==> src/hdl/wspc_pkg.sv <==
// Shared types and constants for the wheel speed PID controller.
// No dependencies; every other file in hdl imports this package.
package wspc_pkg;

	localparam int PULSE_W  = 32;
	localparam int US_W     = 24;
	localparam int POWER_W  = 10;
	localparam int SPEED_W  = 16;
	localparam int TARGET_W = 13;
	localparam int GAIN_W   = 24;
	localparam int SCALE_W  = 32;
	localparam int MSPEED_W = 11;
	localparam int CFG_IDX_W  = 3;
	localparam int CFG_DATA_W = 32;

	// Register indexes on the configuration channel.
	localparam logic [CFG_IDX_W-1:0] REG_TARGET = 3'd0;
	localparam logic [CFG_IDX_W-1:0] REG_GAIN_P = 3'd1;
	localparam logic [CFG_IDX_W-1:0] REG_GAIN_I = 3'd2;
	localparam logic [CFG_IDX_W-1:0] REG_GAIN_D = 3'd3;
	localparam logic [CFG_IDX_W-1:0] REG_SCALE  = 3'd4;
	localparam logic [CFG_IDX_W-1:0] REG_MANUAL = 3'd5;
	localparam logic [CFG_IDX_W-1:0] REG_MSPEED = 3'd6;

	localparam logic [SCALE_W-1:0] SCALE_RESET  = 32'h0001_0000;
	localparam logic [19:0]        USEC_PER_SEC = 20'd1_000_000;
	localparam logic [25:0]        POWER_MAX    = 26'd67_043_328;  // 1023.0 in Q10.16
	localparam logic [60:0]        I_LIMIT      = 61'h1000_0000_0000_0000;
	localparam logic [POWER_W-1:0] MPOWER_MAX   = 10'd1023;

	// Shared sequential divider.
	localparam int DIV_REM_W = 40;
	localparam int DIV_NUM_W = 43;
	localparam int DIV_CNT_W = 6;
	localparam logic [DIV_CNT_W-1:0] SPD_STEPS = 6'd16;
	localparam logic [DIV_CNT_W-1:0] DER_STEPS = 6'd43;

	typedef enum logic [3:0] {
		OP_NONE,
		OP_PROD,
		OP_NORM,
		OP_SDIV,
		OP_TAKE_SPD,
		OP_ERR,
		OP_EMUL,
		OP_INTEG,
		OP_IMUL,
		OP_ICOMB,
		OP_TAKE_D,
		OP_SUM
	} dp_op_t;

	typedef struct packed {
		logic   capture;
		dp_op_t op;
		logic   out_load;
	} cmd_t;

	typedef struct packed {
		logic manual;
		logic div_busy;
	} sts_t;

endpackage

==> src/hdl/wspc_ctrl.sv <==
// Sequencing state machine of the wheel speed PID controller.
// Depends on wspc_pkg for the command and status structs.
module wspc_ctrl import wspc_pkg::*; (
	input  logic clk,
	input  logic arst_n,
	input  logic in_valid,
	input  logic out_ready,
	input  sts_t sts,
	output logic in_ready,
	output logic out_valid,
	output cmd_t cmd
);

	typedef enum logic [3:0] {
		S_IDLE,
		S_PROD,
		S_NORM,
		S_SDIV,
		S_SWAIT,
		S_SPD,
		S_ERR,
		S_EMUL,
		S_INTEG,
		S_IMUL,
		S_ICOMB,
		S_DWAIT,
		S_DTAKE,
		S_SUM,
		S_OUT
	} state_t;

	state_t state_q;
	dp_op_t op_q;
	logic   out_valid_q;
	logic   out_load;
	logic   idle_ready;

	// The result register is reloaded only once the previous item has left.
	assign out_load = (state_q == S_OUT) && (!out_valid_q || out_ready);

	// No tick is taken while reset is held.
	assign idle_ready = arst_n && (state_q == S_IDLE);

	always_ff @(posedge clk or negedge arst_n) begin
		if (!arst_n) begin
			state_q     <= S_IDLE;
			op_q        <= OP_NONE;
			out_valid_q <= 1'b0;
		end else begin
			if (out_load)
				out_valid_q <= 1'b1;
			else if (out_ready)
				out_valid_q <= 1'b0;
			unique case (state_q)
				S_IDLE: begin
					if (in_valid && !sts.manual) begin
						state_q <= S_PROD;
						op_q    <= OP_PROD;
					end else begin
						if (in_valid)
							state_q <= S_OUT;
						op_q <= OP_NONE;
					end
				end
				S_PROD: begin
					state_q <= S_NORM;
					op_q    <= OP_NORM;
				end
				S_NORM: begin
					state_q <= S_SDIV;
					op_q    <= OP_SDIV;
				end
				S_SDIV: begin
					state_q <= S_SWAIT;
					op_q    <= OP_NONE;
				end
				S_SWAIT: begin
					if (!sts.div_busy) begin
						state_q <= S_SPD;
						op_q    <= OP_TAKE_SPD;
					end else begin
						op_q <= OP_NONE;
					end
				end
				S_SPD: begin
					state_q <= S_ERR;
					op_q    <= OP_ERR;
				end
				S_ERR: begin
					state_q <= S_EMUL;
					op_q    <= OP_EMUL;
				end
				S_EMUL: begin
					state_q <= S_INTEG;
					op_q    <= OP_INTEG;
				end
				S_INTEG: begin
					state_q <= S_IMUL;
					op_q    <= OP_IMUL;
				end
				S_IMUL: begin
					state_q <= S_ICOMB;
					op_q    <= OP_ICOMB;
				end
				S_ICOMB: begin
					state_q <= S_DWAIT;
					op_q    <= OP_NONE;
				end
				S_DWAIT: begin
					if (!sts.div_busy) begin
						state_q <= S_DTAKE;
						op_q    <= OP_TAKE_D;
					end else begin
						op_q <= OP_NONE;
					end
				end
				S_DTAKE: begin
					state_q <= S_SUM;
					op_q    <= OP_SUM;
				end
				S_SUM: begin
					state_q <= S_OUT;
					op_q    <= OP_NONE;
				end
				S_OUT: begin
					op_q <= OP_NONE;
					if (out_load)
						state_q <= S_IDLE;
				end
				default: begin
					state_q <= S_IDLE;
					op_q    <= OP_NONE;
				end
			endcase
		end
	end

	assign in_ready     = idle_ready;
	assign out_valid    = out_valid_q;
	assign cmd.capture  = in_valid && idle_ready;
	assign cmd.op       = op_q;
	assign cmd.out_load = out_load;

endmodule

==> config.mk <==
export PLATFORM = sky130hd
export DESIGN_NAME = wspc_ctrl
export DESIGN_NICKNAME = d
export VERILOG_FILES = /design/src/hdl/wspc_pkg.sv /design/src/hdl/wspc_ctrl.sv
export SDC_FILE = /design/constraint.sdc
export NUM_CORES = 1
export LEC_CHECK = 0
export BUFFER_PORTS_ARGS = -buffer_cell sky130_fd_sc_hd__buf_2
export CORE_AREA = 4 4 51 53
export DETAILED_ROUTE_END_ITERATION = 6
export DIE_AREA = 0 0 55 57
export PLACE_DENSITY = 0.58
export RECOVER_POWER = 50
export SLEW_MARGIN = 20
export SYNTH_ARGS = -nofsm -noshare
export SYNTH_HDL_FRONTEND = slang
export SYNTH_SLANG_ARGS = --single-unit
==> constraint.sdc <==
create_clock -name clk -period 4.1 [get_ports clk]
set_input_delay 0.205 -clock clk [delete_from_list [all_inputs] [get_ports clk]]
set_output_delay 0.205 -clock clk [all_outputs]
set_load 0.02 [all_outputs]
=== Yosys cells after proc, flatten, opt, wreduce, memory -nomap -nowiden ===
Index checks and enable logic that the tools add are counted.

* Equal/unequal tests: 18
* Mux-type cells: 12
* Reduce and logical (&&, ||, !) cells: 10

{| class="wikitable"
|+ Operator list
! operator !! number
|-
| $pmux 4 s15 || 1
|-
| $pmux 4 s11 || 1
|-
| $eq 4x4->1 const B || 7
|-
| $mux 4 || 6
|-
| $eq 4x3->1 const B || 4
|-
| $eq 4x2->1 const B || 2
|-
| $ne 2x2->1 const B || 3
|-
| $eq 4x1->1 const B || 1
|-
| $logic_and 1x1->1 || 4
|-
| $logic_not 4->1 || 1
|-
| $reduce_and 4->1 || 1
|-
| $mux 1 || 3
|-
| $mux 3 || 1
|-
| $ne 3x2->1 const B || 1
|-
| $logic_not 1->1 || 2
|-
| $reduce_bool 2->1 || 1
|-
| $logic_or 1x1->1 || 1
|}

* Output and inout port bits: 8
* Word-level logic and storage cells: 43
* Bits of input ports: 6
* Register bits after elaboration: 9

=== Depth between registers and ports, before layout ===
* Depth after elaboration: 5
* Depth in mapped cells: 6
* Gate-level depth less buffers: 4

=== Worst setup path before layout ===
No wires, ideal clock.

* Kind: reg2out
* Start: register state_q[2]
* End: output port cmd[5] (netlist name)
* Cell stages (with the launch flop): 5
* Data required time: 3,895 ps
* Data arrival time: 1,264 ps
* Slack: 2,631 ps
* Cells stage by stage: dfrtp_1 > buf_2 > nor2_1 > and3_1 > and2_1

{| class="wikitable"
|+ RTL lines
! what !! RTL line !! RTL
|-
| from (decl) || wspc_ctrl.sv:32 || <nowiki>state_t state_q;</nowiki>
|-
| from (signal assigned) || wspc_ctrl.sv:46 || <nowiki>state_q <= S_IDLE;</nowiki>
|-
| from (signal assigned) || wspc_ctrl.sv:57 || <nowiki>state_q <= S_PROD;</nowiki>
|-
| from (signal assigned) || wspc_ctrl.sv:61 || <nowiki>state_q <= S_OUT;</nowiki>
|-
| to (decl) || wspc_ctrl.sv:11 || <nowiki>output cmd_t cmd</nowiki>
|}

==> metrics.log <==
[metrics] status: finished clean
[metrics] maximum fanout count along the critical path: 10
[metrics] total die area: 3135 um^2
[metrics] maximum resistive drop on vdd: 0.3603 mV
[metrics] Clk pin slew, worst setup/hold paths: 0.06 ns
[metrics] unrepaired setup endpoints after global routing: false
[metrics] vias in the first global route: 471
[metrics] Core ar.: 2148 um^2
[metrics] crit path kind: input port to output pin
[metrics] signal arrival time at the worst endpoint: 1.68 ns
[metrics] Total Power: 0.5811 mW
[metrics] dpl ws: 2.424 ns
[metrics] final WL: 1362 um
[metrics] fraction of synthesized area in multiplexers: 0%
[metrics] number of clock buffers inserted by TritonCTS: 3
[metrics] setup violators final: 0
[metrics] worst stage delay on the critical path: 0.52 ns
[metrics] post-route ant nets: 0
[metrics] First DRT Iteration DRCs: 4
[metrics] I/O pin count: 14
[metrics] mean area per synthesized cell: 8.268 um^2
[metrics] flip-flop and latch count after synthesis: 9
[metrics] half-perimeter wire length after detailed placement: 967.2 um
[metrics] number of diodes: 0
[metrics] sequential cell area: 225.2 um^2
[metrics] net count reported at finish: 92
[metrics] cell with the biggest individual delay on the critical path: sky130_fd_sc_hd__dlygate4sd3_1
[metrics] adder-cell share of the synthesized area: 0%
[metrics] detailed-routed wire length on met3: 64 um
[metrics] endpoint of the worst register-to-register path: state_q[1]
[metrics] number of endpoints with negative hold slack in the final report: 0
[metrics] post-synthesis share of cell area spent on and, or, nand and nor gates: 24.95%
[metrics] synthesized instance count: 74
[metrics] crit start category: input port
[metrics] final critical-path setup slack: 2.214 ns
[metrics] Period minus WS final: 1.886 ns
[metrics] Final Slew Violations: 0
[metrics] Hold Buf Count CTS: 1
[metrics] clock tree root buffer cell: sky130_fd_sc_hd__clkbuf_4
[metrics] highest routing layer actually used: met4
[metrics] global-route wire length before repair: 2256 um
[metrics] final critical-path share of the clock period: 45.99%
[metrics] static leakage power: 0.3061 nW
[metrics] initial core utilization: 28.48%
[metrics] Fmax: 530.3 MHz
[metrics] beginning of the worst hold path: sts[0]
[metrics] number of antenna violations at the first check in global routing: 0
[metrics] average wire length per cell after detail routing: 12.05 um
[metrics] yosys warns: 0
[metrics] area fraction in compound gates after synthesis: 30.27%
[metrics] die extent in x: 55 um
[metrics] total power density per cell area: 823.4 nW/um^2
[metrics] met2 wirelength from detailed routing: 613 um
[metrics] fraction of final layout cells with drive strength greater than 1: 17.65%
[metrics] count of cell types in the netlist: 28
[metrics] crit path cell chain: dlygate4sd3_1, clkbuf_1, and3_1, and2_1, buf_2
[metrics] Post-Synth XOR/XNOR Area: 1.431%
[metrics] CTS H-tree depth: 1
[metrics] routability cong.: 0.7839
[metrics] Max-slew headroom: 60.16%
[metrics] via count: 546
[metrics] Netlist Area Pre-Place: 611.8 um^2
[metrics] setup fix buffers added after clock tree synthesis: 0
[metrics] largest net degree at the start of global routing: 19
[metrics] setup TNS after final layout: 0 ns
[metrics] count of instances resized after the clock tree is built: 0
[metrics] share of the yosys chip area belonging to registers: 36.81%
[metrics] routed length on met1: 649 um
[metrics] drt pass-1 iters: 2
[metrics] buffers from clock root to sink, at most: 2
[metrics] Sinks on Clock Net: 9
[metrics] Worst Reg-to-Reg Cells: 4
[metrics] number of fill cells: 231
[metrics] detailed-route vias per instance: 4.832
[metrics] drt drc: 0
[metrics] category of the worst setup path capture point: output pin
[metrics] slew of the pin with the lowest slew margin: 0.5976 ns
[metrics] latest clock arrival within the worst-skew pair: 0.26 ns
[metrics] WP data required: 3.89 ns
[metrics] RR Startpoint: state_q[2]
[metrics] CTS tree: built
[metrics] Area Overhead vs Synth: 15.34%
[metrics] area occupied by multi-input gates: 346.6 um^2
[metrics] main combinational cell family by area after synthesis: compound AO/OA/AOI/OAI gates
[metrics] type of the most critical hold path: input port to flip-flop
[metrics] Worst R2R Setup Slack: 2.38 ns
[metrics] Global Route Usage Sum: 10.13%
[metrics] synthesized netlist net count: 80
[metrics] Final Skew: 0.004228 ns
[metrics] max-cap viol count: 0
[metrics] Post-DP Area: 675.6 um^2
[metrics] row count: 17
[metrics] worst-case hold path end point: op_q[2]
[metrics] number of stages on the worst hold path: 2
[metrics] Port Buf Inserts: 13
[metrics] Fin Hold WS: 0.2074 ns
[metrics] Die Span Y: 57 um
[metrics] remaining global-route overflow: 0
[metrics] total non-filler cell area in the finished layout: 705.7 um^2
state kept, by name, indices dropped and copies added (netlist names):
name and flops:
state_q 4, out_valid 1, op_q 4
cell usage after synthesis:
master	instances	share of area [%]
sky130_fd_sc_hd__nand2_1	10	6.1
sky130_fd_sc_hd__dfrtp_1	9	37
sky130_fd_sc_hd__a21oi_1	7	5.7
sky130_fd_sc_hd__nor2_1	7	4.3
sky130_fd_sc_hd__buf_2	5	4.1
sky130_fd_sc_hd__nand2b_1	5	5.1
sky130_fd_sc_hd__nor2b_1	4	4.1
sky130_fd_sc_hd__o21ai_0	3	2.5
sky130_fd_sc_hd__o21ai_1	3	2.5
sky130_fd_sc_hd__a31oi_1	2	2.0
sky130_fd_sc_hd__o221a_2	2	3.7
sky130_fd_sc_hd__a2111oi_4	1	4.5
sky130_fd_sc_hd__a2bb2oi_1	1	1.4
sky130_fd_sc_hd__and2_1	1	1.0
sky130_fd_sc_hd__and3_1	1	1.0
sky130_fd_sc_hd__buf_4	1	1.2
sky130_fd_sc_hd__clkbuf_1	1	0.61
sky130_fd_sc_hd__inv_1	1	0.61
sky130_fd_sc_hd__nand3_1	1	0.82
sky130_fd_sc_hd__nand4b_1	1	1.4
sky130_fd_sc_hd__o21a_1	1	1.2
sky130_fd_sc_hd__o21bai_1	1	1.2
sky130_fd_sc_hd__o21bai_2	1	1.8
sky130_fd_sc_hd__o22ai_1	1	1.0
sky130_fd_sc_hd__o31ai_1	1	1.2
sky130_fd_sc_hd__o41ai_1	1	1.4
sky130_fd_sc_hd__or2_1	1	1.0
sky130_fd_sc_hd__xnor2_1	1	1.4
how the worst max path moves through the flow:
| stage | start | endpoint | slack, ns | cells after the start |
|---|---|---|---|---|
| 2_1_floorplan | state_q[2] | cmd[5] | 2.63 | 4 |
| 4_1_cts | state_q[1] | cmd[5] | 2.25 | 4 |
| 5_1_grt | arst_n | cmd[5] | 2.04 | 5 |
| 3_3_place_gp | state_q[2] | state_q[3] | 2.48 | 4 |
| 6_report | arst_n | cmd[5] | 2.21 | 5 |
| 3_5_place_dp | state_q[2] | state_q[1] | 2.42 | 4 |
per-stage QoR:
| step | std cells | util, % |
|---|---|---|
| finish | 113 | 32.85 |
| global route | 113 | 32.85 |
| CTS | 113 | 33.14 |
| detailed placement | 108 | 31.45 |
| global placement | 108 | 31.45 |
| floorplan | 74 | - |
area by class of cell:
type                       instances  share of cell area, %
clock buffer                       4                  3.723
inverter                           1                 0.5319
multi-input combinational         57                  49.11
sequential                         9                  31.91
tap                               28                  4.965
timing repair buffer              14                  9.752
critical path: cells and delay by family:
family	cells	cell delay [ns]
buffers and inverters	3	1.10
AND/OR/NAND/NOR	2	0.38
layout by cell type (no fill, tap or decap), drive strengths merged:
cell	Yosys	routed
or2	1	1
nand4b	1	1
o21a	1	1
clkbuf	1	9
nor2	7	7
o21ai	6	6
dlygate4sd3	0	1
nand3	1	1
and3	1	1
and2	1	1
a2111oi	1	1
nand2b	5	5
nor2b	4	4
o31ai	1	1
nand2	10	10
a21oi	7	7
a2bb2oi	1	1
buf	6	8
o221a	2	2
o41ai	1	1
a31oi	2	2
o22ai	1	1
inv	1	1
dfrtp	9	9
o21bai	2	2
xnor2	1	1
power by group:
group / internal (mW) / total [mW] / switching, mW / leakage (nW)
Clock: 0.0375 / 0.0681 / 0.0306 / 0.0150
Combinational: 0.131 / 0.280 / 0.149 / 0.179
Sequential: 0.131 / 0.233 / 0.102 / 0.112
Total: 0.300 / 0.581 / 0.281 / 0.306
per-layer routing:
metal	vias up	global-route usage, %
li1	280	-
met1	249	14.08
met2	13	13.01
met3	4	2.872
met4	0	7.292
met5	-	0
cell families after synthesis:
| group | Yosys count |
|---|---|
| AO/OA/AOI/OAI | 25 |
| XOR/XNOR | 1 |
| buffers and inverters | 8 |
| flip-flops | 9 |
| AND/OR/NAND/NOR | 31 |
Power figures use the tool's default switching activity.
